## src/rtl/rbm_pkg.sv

```systemverilog
// ----------------------------------------------------------------------------
// rbm_pkg
// Shared types and constants of the reservoir background model unit.
// ----------------------------------------------------------------------------
package rbm_pkg;

   localparam int PIXELS_DEFAULT = 65536;
   localparam int SLOTS_DEFAULT  = 4;

   localparam int CHAN_W     = 8;
   localparam int COLOR_W    = 24;
   localparam int WEIGHT_W   = 9;
   localparam int INDEX_W    = 16;
   localparam int RAND_W     = 16;
   localparam int THR_W      = 9;
   localparam int LIMIT_W    = 8;
   localparam int NUM_W      = 16;
   localparam int LANES      = 3;
   localparam int CSR_IDX_W  = 1;
   localparam int CSR_DATA_W = 9;

   localparam logic [THR_W-1:0]   THRESHOLD_RESET = 9'd25;
   localparam logic [LIMIT_W-1:0] LIMIT_RESET     = 8'd100;

   localparam logic [CSR_IDX_W-1:0] CSR_COLOR_THRESHOLD = 1'b0;
   localparam logic [CSR_IDX_W-1:0] CSR_WEIGHT_LIMIT    = 1'b1;

   typedef struct packed {
      logic [INDEX_W-1:0] pixel_index;
      logic [CHAN_W-1:0]  red_in;
      logic [CHAN_W-1:0]  green_in;
      logic [CHAN_W-1:0]  blue_in;
      logic [RAND_W-1:0]  rand_fraction;
   } req_type;

   typedef struct packed {
      logic [CHAN_W-1:0] bg_red;
      logic [CHAN_W-1:0] bg_green;
      logic [CHAN_W-1:0] bg_blue;
   } rsp_type;

endpackage

```

## src/rtl/rbm_div.sv

```systemverilog
// ----------------------------------------------------------------------------
// rbm_div
// Three-lane restoring divider, one quotient bit per cycle, shared divisor.
// ----------------------------------------------------------------------------
module rbm_div (
   input  logic                                           clock,
   input  logic                                           reset,
   input  logic                                           start,
   input  logic [rbm_pkg::LANES-1:0][rbm_pkg::NUM_W-1:0]  num,
   input  logic [rbm_pkg::WEIGHT_W-1:0]                   den,
   output logic                                           done,
   output logic [rbm_pkg::LANES-1:0][rbm_pkg::CHAN_W-1:0] quo
);
   import rbm_pkg::*;

   localparam int CW = $clog2(NUM_W);

   logic                                busy_ff;
   logic                                done_ff;
   logic [CW-1:0]                       cnt_ff;
   logic [WEIGHT_W-1:0]                 den_ff;
   logic [LANES-1:0][WEIGHT_W-1:0]      rem_ff;
   logic [LANES-1:0][NUM_W-1:0]         quo_ff;
   logic [LANES-1:0][WEIGHT_W-1:0]      rem_in;
   logic [LANES-1:0][NUM_W-1:0]         quo_in;

   always_comb begin
      logic [WEIGHT_W:0] t;
      logic              ge;
      for (int k = 0; k < LANES; k++) begin
         t         = {rem_ff[k], quo_ff[k][NUM_W-1]};
         ge        = (t >= {1'b0, den_ff});
         rem_in[k] = ge ? WEIGHT_W'(t - {1'b0, den_ff}) : t[WEIGHT_W-1:0];
         quo_in[k] = {quo_ff[k][NUM_W-2:0], ge};
      end
   end

   always_ff @(posedge clock) begin
      if (reset) begin
         busy_ff <= 1'b0;
         done_ff <= 1'b0;
         cnt_ff  <= '0;
      end else begin
         done_ff <= 1'b0;
         if (start) begin
            busy_ff <= 1'b1;
            cnt_ff  <= '0;
         end else if (busy_ff) begin
            cnt_ff <= cnt_ff + 1'b1;
            if (cnt_ff == CW'(NUM_W - 1)) begin
               busy_ff <= 1'b0;
               done_ff <= 1'b1;
            end
         end
      end
   end

   always_ff @(posedge clock) begin
      if (start) begin
         den_ff <= den;
         rem_ff <= '0;
         quo_ff <= num;
      end else if (busy_ff) begin
         rem_ff <= rem_in;
         quo_ff <= quo_in;
      end
   end

   always_comb begin
      for (int k = 0; k < LANES; k++) begin
         quo[k] = quo_ff[k][CHAN_W-1:0];
      end
   end

   assign done = done_ff;

endmodule

```

## config.mk

```make
export PLATFORM = sky130hd
export DESIGN_NAME = rbm_div
export DESIGN_NICKNAME = d
export VERILOG_FILES = /design/src/rtl/rbm_pkg.sv /design/src/rtl/rbm_div.sv
export SDC_FILE = /design/constraint.sdc
export NUM_CORES = 1
export LEC_CHECK = 0
export BUFFER_PORTS_ARGS = -buffer_cell sky130_fd_sc_hd__buf_2
export CAP_MARGIN = 20
export CORE_MARGIN = 2
export CORE_UTILIZATION = 53
export CTS_BUF_LIST = sky130_fd_sc_hd__clkbuf_4
export DETAILED_ROUTE_END_ITERATION = 12
export PLACE_DENSITY = 0.78
export SYNTH_ARGS = -nofsm -noshare
export SYNTH_HDL_FRONTEND = slang
export SYNTH_SLANG_ARGS = --single-unit
```

## constraint.sdc

```tcl
create_clock -name clock -period 2.4 [get_ports clock]
set_input_delay 0.36 -clock clock [delete_from_list [all_inputs] [get_ports clock]]
set_output_delay 0.36 -clock clock [all_outputs]
set_load 0.01 [all_outputs]
```

-- Word-level counts from Yosys, hierarchy flattened
Index checks and enable logic that the tools add are counted.
W data, S select, Z words.
- register bits after elaboration: 90
- input bits: 60
- output and inout port bits: 25
- add/subtract/negate cells: 4
- magnitude comparators: 3
- equality and inequality tests: 1
- mux-type cells: 9
- bitwise gates (word level): 1
- reduce and logical (&&, ||, !) cells: 3
- operators by type and width (cell ; number):
    $mux W48 ; 2
    $ge A10 B9 Y1 ; 3
    $mux W9 ; 3
    $sub A9 B9 Y9 ; 3
    $add A4 B1 Y4 const B ; 1
    $eq A4 B4 Y1 const B ; 1
    $mux W1 ; 4
    $reduce_or A3 Y1 ; 1
    $reduce_bool A2 Y1 ; 1
    $reduce_or A2 Y1 ; 1
    $not A1 Y1 ; 1

-- Logic depth before layout (Yosys ltp)
Gate-level depths: netlist (run 1).
- depth after elaboration: 4
- depth in mapped cells: 11
- mapped depth without buffers: 10

-- Worst setup path before layout (run 1)
OpenSTA, ideal clock, no wires.
- path type: reg2reg
- start: register quo_ff[15] (netlist bit)
- end: register quo_ff (netlist bit quo[0]), data pin
- setup time: 0.260 ns
- data arrival time: 2.226 ns
- slack: -0.086 ns
- cell stages (with the launch flop): 11
- cell sequence: edfxtp_1 -> inv_1 -> ha_1 -> inv_1 -> fa_1 -> a21o_1 -> a221oi_2 -> nor2_1 -> or2_1 -> buf_2 -> mux2_2
- longest elaborated chain between the ends: 3
- ends and longest elaborated chain (element ; RTL line ; RTL):
    from (decl) ; rbm_div.sv:23 ; logic [LANES-1:0][NUM_W-1:0] quo_ff;
    from (signal assigned) ; rbm_div.sv:62 ; quo_ff <= num;
    from (signal assigned) ; rbm_div.sv:65 ; quo_ff <= quo_in;
    $ge A10 B9 Y1 ; rbm_div.sv:32 ; ge = (t >= {1'b0, den_ff});
    $mux W48 ; rbm_div.sv:63 ; end else if (busy_ff) begin
    $mux W48 ; rbm_div.sv:59 ; if (start) begin
Every way passes these cells. The select of a mux whose other input is x is not followed.
A chain may end at the register's enable or synchronous reset.

-- Final worst setup path (run 1)
- start: register den_ff[0]
- end: register rem_ff[15] (netlist bit)
- longest elaborated chain between the ends: 2
- ends and longest elaborated chain (element ; RTL line ; RTL):
    from (decl) ; rbm_div.sv:21 ; logic [WEIGHT_W-1:0] den_ff;
    from (signal assigned) ; rbm_div.sv:60 ; den_ff <= den;
    $sub A9 B9 Y9 or $ge A10 B9 Y1 (tied branches) ; rbm_div.sv:33, rbm_div.sv:32 ;
    $mux W9 * ; rbm_div.sv:33 ; rem_in[k] = ge ? WEIGHT_W'(t - {1'b0, den_ff}) : t[WEIGHT_W-1:0];
    to (signal assigned) ; rbm_div.sv:64 ; rem_ff <= rem_in;
    to (decl) ; rbm_div.sv:22 ; logic [LANES-1:0][WEIGHT_W-1:0] rem_ff;
Mark *: on every way between the ends. The rest lies on a longest branch, timed or not.

==> results of run 1 <==
[area by class of cell]
type                       instances  area, sq um
fill                             706         3257
inverter                          22        82.58
timing repair buffer             118        721.9
tap                              129        161.4
clock buffer                       9        67.56
sequential                        90         2372
multi-input combinational        287         2502
clock inverter                     7        75.07
[through the flow]
step | instances | util [%] | power, mW | worst slack (ns) | setup TNS [ns]
after floorplan | 444 | - | 2.618 | 0.009078 | 0
after global placement | 640 | 60.47 | 2.838 | 0.02140 | 0
after detailed placement | 640 | 60.47 | 2.875 | -0.03965 | -0.1569
after CTS | 657 | 62.32 | 3.779 | -0.02087 | -0.03685
after global routing | 662 | 64.75 | 4.060 | -0.1375 | -1.523
final | 662 | 64.75 | 3.870 | -0.009817 | -0.01666
[placed cells by master, fill, tap and decap left out, types with 5 or more instances in the layout]
cell / instances
buf_2: 84
edfxtp_1: 57
mux2_2: 46
dfxtp_1: 33
nor2_1: 27
ha_1: 24
buf_4: 24
inv_1: 17
o21ai_0: 12
nand2_1: 10
xnor2_1: 10
a21oi_1: 9
a211oi_1: 9
clkbuf_4: 9
buf_6: 9
a21o_1: 8
nand3_1: 8
mux2i_1: 8
o21a_1: 8
nor3_1: 6
a32oi_1: 6
inv_2: 5
xor2_1: 5
a211oi_2: 5
o31ai_1: 5
[power by group]
group          switching (mW)  internal [mW]  leakage, nW
sequential             0.0864           1.81        0.843
clock                   0.558          0.325       0.0807
combinational           0.548          0.541         1.54
total                    1.19           2.68         2.46
[kinds of logic (layout without fill, tap and decap cells)]
logic type	count (synthesis)	in the layout	share of synthesized area, %
mux	58	58	12.65
xor+xnor	15	15	2.598
buf+inv	67	156	7.077
flops	90	90	46.92
simple gates	85	85	8.414
compound gates	98	98	14.23
fa+ha+maj	31	31	8.117
[path summary, 6_finish.rpt]
kind / end / startpoint / depth (start not counted)
max reg2reg: rem_ff[15]$_SDFFE_PP0P_ / den_ff[0]$_DFFE_PP_ / 10
max: rem_ff[15]$_SDFFE_PP0P_ / den_ff[0]$_DFFE_PP_ / 10
min: busy_ff$_SDFF_PP0_ / reset / 2
min reg2reg: done$_SDFF_PP0_ / cnt_ff[3]$_SDFFE_PP0P_ / 2
[timing repair]
item / CTS / global route
endpoints found under the setup margin: 17 / 28
pin swaps: 7 / 24
setup buffers: 1 / 6
resized for setup: 8 / 45
hold buffers: 0 / 0
[sequential cells by signal, summed over array words and instances, names as in the netlist]
| name | cells |
|---|---|
| cnt_ff | 4 |
| quo | 24 |
| done | 1 |
| den_ff | 9 |
| rem_ff | 27 |
| quo_ff | 24 |
| busy_ff | 1 |
[routing by layer]
layer  part of all wire, %  track usage [%]
met4                   2.0            8.108
met2                    50            37.25
met3                   5.6            6.487
met1                    43            26.30
met5                     0                0
==> run_results.csv, run 1 <==
group,metric,value,unit
yosys,synth_seq_cells,90,
timing,fin_skew,0.01805,ns
grt,antenna_found_initial,0,
yosys,netlist_area,5056,sq um
yosys,ys_seq_area_share,46.92,%
detailed_routing,first_iter_violations,134,
detailed_routing,dr.pass1.iters,4,
pwr,power.leakage,2.462,nW
timing,fmax,415.0,MHz
timing,rsz0062_at_grt,"yes",
critical_path,critPathKind,"flop to flop",
timing,fin_worst_hold_slack,0.05806,ns
critical_path,cp_slowest_cell,"edfxtp_1",
timing,relSlewSlack,49.82,%
detailed_routing,drc_errors,0,
critical_path,crit_buf_inv,3,
yosys,synth-async-reset-ratio,0,%
clock_network,path_clk_slew,0.14,ns
place,place_area,5588,sq um
floorplan,ioPinCount,85,
critical_path,startpoint_type,"flop",
critical_path,crit_top_cell,"buf_6",
clock_network,clkLatencyLatePin,0.47,ns
yosys,yosysMostFrequentCell,"edfxtp_1",
critical_path,cp_top_family,"compound AO/OA/AOI/OAI gates",
timing,hold_viol_final,0,
clock_network,tritoncts,"built",
clock_network,cts_buffers,9,
yosys,yosysTopAreaCellShare,33.85,%
yosys,ys.flop_type,"edfxtp_1",
floorplan,die_x,101.7,microns
yosys,yosysTopAreaCell,"edfxtp_1",
clock_network,htree_num_levels,3,
yosys,synth_nets,535,
detailed_routing,vias_per_cell,5.615,
floorplan,rows,35,
clock_network,cts_buffer_depth,2,
finish,area_growth,18.34,%
timing,fin_crit,2.410,ns
detailed_routing,via_count,3717,
critical_path,cp_cell_sequence,"ha_2, inv_2, fa_2, a21o_1, a2111oi_4, o31a_1, buf_6, buf_6, or4b_4, nand2_2",
finish,nNetsFinal,619,
yosys,syn-mean-instance-area,11.39,sq um
grt,grt_pass1_vias,3780,
place,dp.final_hpwl,7706,microns
critical_path,end_kind,"flop",
run_status,violations,"negative setup slack",
hold_path,hold_class,"input pin to flop",
grt,grt_pass1_wl,17590,microns
floorplan,die_y,101.7,microns
timing,final-max-slew-violation-count,0,
detailed_routing,wl,10760,microns
timing,finalSetupViolations,3,
grt,grt_remaining_overflow,0,
yosys,synth.distinct_cells,56,
yosys,synth_top_cells_by_count,"57 x edfxtp_1, 46 x mux2_2, 33 x dfxtp_1",
place,port_buffers,84,
run,maxCapViolations,0,
place,place.gp.congestion,0.9056,
critical_path,cp_max_fo,6,
critical_path,rrSetupSlack,-0.01,ns
detailed_routing,post_drt_wl_per_cell,16.26,microns
critical_path,arrival,2.82,ns
yosys,syn_inst,444,
yosys,yosysWarnings,0,
pwr,powerDensity,646.9,nW/um^2
run_status,status,"finished with violations",
finish,final_area,5983,sq um
grt,grt_max_degree,49,
yosys,synth_enable_flop_cells,57,
clock_network,cts_sinks,90,
critical_path,crit_path_max_incr_delay,0.49,ns
grt,grtUsageTotal,21.91,%
floorplan,start_util,54.72,%
finish,num_antenna_cells,0,
finish,drive_gt1_share,42.21,%
yosys,synth_area_leaders,"edfxtp_1 34%, dfxtp_1 13%, mux2_2 10%, ha_1 6.9%, buf_4 3.9%",
clock_network,ctsRootBufferMaster,"clkbuf_4",
detailed_routing,drt.antenna.violating_nets,0,
timing,fin_crit_sh,100.4,%
floorplan,core,9240,sq um
timing,layout_setup_ws,-0.009817,ns
floorplan,die_area,10340,sq um
pwr,peakVddDrop,0.4399,mV
critical_path,required,2.82,ns
timing,tightestPinTransition,0.7516,ns
Note: power is estimated with default switching activity, not from simulation.
==> run 2, diff against run 1 <==
Settings changed: REMOVE_ABC_BUFFERS set to 1.
==> run 2 against run 1 <==
Net effect:
- the run still ends with negative setup slack left
- total power is 3.0% lower
- fmax is 2.6% lower
- non-clock buffer count is 4 lower
- clock skew is 0.0059 ns lower
- first-iteration DRC count is 16% higher
- clock power is 9.0% lower
- sequential share of layout area is 0.86 points higher
==> run_results.csv, run 2 (synthesized netlist as in run 1, its figures left out) <==
group,metric,value,unit
clock_network,cts_buffers,9,
finish,layout_commonest_cell,"buf_2",
pwr,power.leakage,2.433,nW
clock_network,path_clk_slew,0.15,ns
finish,final_area,5856,sq um
grt,grt_pass1_vias,3665,
floorplan,core,9240,sq um
detailed_routing,post_drt_wl_per_cell,15.98,microns
critical_path,r2r_end,"rem_ff[6]$_SDFFE_PP0P_",
detailed_routing,drc_errors,0,
finish,layout_common_cells,"84 x buf_2, 57 x edfxtp_1, 46 x mux2_2",
timing,fin_crit,2.475,ns
timing,relSlewSlack,39.29,%
clock_network,tritoncts,"built",
critical_path,arrival,2.82,ns
critical_path,end_kind,"flop",
run_status,status,"finished with violations",
timing,fin_skew,0.01217,ns
grt,grt_max_degree,55,
grt,grtUsageTotal,20.62,%
timing,rsz0062_at_grt,"yes",
finish,nNetsFinal,615,
timing,fin_crit_sh,103.1,%
floorplan,die_x,101.7,microns
critical_path,r2r-start,"quo_ff[15]$_DFFE_PP_",
detailed_routing,wl,10510,microns
pwr,finalPower,3.756,mW
run_status,violations,"negative setup slack",
detailed_routing,drt.antenna.violating_nets,0,
place,place_ws,-0.1393,ns
grt,antenna_found_initial,0,
clock_network,htree_num_levels,3,
floorplan,die_y,101.7,microns
critical_path,cp_max_fo,7,
floorplan,die_area,10340,sq um
timing,final-max-slew-violation-count,0,
pwr,peakVddDrop,0.4150,mV
timing,fmax,404.1,MHz
detailed_routing,dr.pass1.iters,5,
grt,grt_pass1_wl,16900,microns
hold_path,min_to,"busy_ff$_SDFF_PP0_",
finish,num_antenna_cells,0,
floorplan,ioPinCount,85,
place,place_area,5523,sq um
critical_path,required,2.75,ns
detailed_routing,vias_per_cell,5.593,
clock_network,clkLatencyLatePin,0.43,ns
detailed_routing,via_count,3680,
place,port_buffers,84,
critical_path,r2r.worst_path.cells,11,
hold_path,hp-start,"reset",
critical_path,critPathKind,"flop to flop",
detailed_routing,first_iter_violations,156,
clock_network,cts_buffer_depth,2,
floorplan,start_util,54.72,%
place,place.gp.congestion,0.8970,
timing,tightestPinTransition,0.9073,ns
hold_path,hold_class,"input pin to flop",
finish,largest_reg_flops,27,
finish,area_growth,15.81,%
hold_path,holdPathStages,2,
finish,final_cells,658,
place,dp.final_hpwl,7360,microns
finish,drive_gt1_share,38.56,%
floorplan,rows,35,
timing,hold_viol_final,0,
clock_network,ctsRootBufferMaster,"clkbuf_4",
critical_path,startpoint_type,"flop",
clock_network,cts_sinks,90,
critical_path,rrSetupSlack,-0.07,ns
timing,finalSetupViolations,10,
run,maxCapViolations,0,
finish,top_register,"rem_ff",
place,placed_cells,630,
grt,grt_remaining_overflow,0,
timing,layout_setup_ws,-0.07465,ns
finish,final_core_util,63.37,%
pwr,powerDensity,641.4,nW/um^2
## run 2: worst max path at each step
stage,startpoint,endpoint,slack [ns],cells after the start
final,quo_ff[15]$_DFFE_PP_,rem_ff[6]$_SDFFE_PP0P_,-0.07,11
after global routing,quo_ff[15]$_DFFE_PP_,rem_ff[4]$_SDFFE_PP0P_,-0.17,11
after detailed placement,quo_ff[31]$_DFFE_PP_,rem_ff[9]$_SDFFE_PP0P_,-0.14,11
after CTS,quo_ff[31]$_DFFE_PP_,rem_ff[9]$_SDFFE_PP0P_,-0.02,11
after floorplan,busy_ff$_SDFF_PP0_,quo[0]$_DFFE_PP_,-0.34,2
after global placement,den_ff[0]$_DFFE_PP_,rem_ff[2]$_SDFFE_PP0P_,-0.03,9
## run 2: layer usage
metal  vias up  global-route usage [%]  wire length [microns]
li1       1812                       -                      -
met4         0                   3.950                     65
met5         -                       0                      0
met3         5                   5.866                    663
met1      1758                   26.99                   4865
met2       105                   34.46                   4920
## run 2: layout make-up
type,instances,area [sq um]
Fill cell,724,3385
Sequential cell,90,2372
Clock inverter,7,57.56
Multi-Input combinational cell,287,2415
Timing Repair Buffer,114,699.4
Tap cell,129,161.4
Inverter,22,82.58
Clock buffer,9,67.56
## run 2: per-stage QoR
step | setup TNS (ns) | hold WS (ns)
6_report | -0.3812 | 0.08715
5_1_grt | -2.380 | 0.06027
4_1_cts | -0.02059 | 0.07152
3_5_place_dp | -1.162 | 0.4576
3_3_place_gp | -0.09042 | 0.4539
2_1_floorplan | -16.67 | 0.4321
## run 2: repair_timing
| item | 4_1_cts | 5_1_grt |
|---|---|---|
| setup buffers | 2 | 9 |
| endpoints found under the setup margin | 19 | 24 |
| cloned | 0 | 1 |
| hold buffers | 0 | 0 |
| pin swaps | 10 | 17 |
| gates resized for setup | 6 | 24 |
## run 2: report_power, final
group	leakage [nW]	internal, mW	switching (mW)	total (mW)
clock	0.0653	0.230	0.574	0.804
sequential	0.843	1.81	0.0796	1.89
combinational	1.52	0.525	0.534	1.06
## run 2: worst max-delay path: stages, from the launching register on
cell and delay, ns:
edfxtp_1 0.41, inv_2 0.07, ha_2 0.18, inv_2 0.04, fa_2 0.34, a21o_1 0.20, a221oi_2 0.31, nor2_1 0.11
or2_1 0.26, buf_6 0.16, mux2i_1 0.12, a211oi_1 0.21
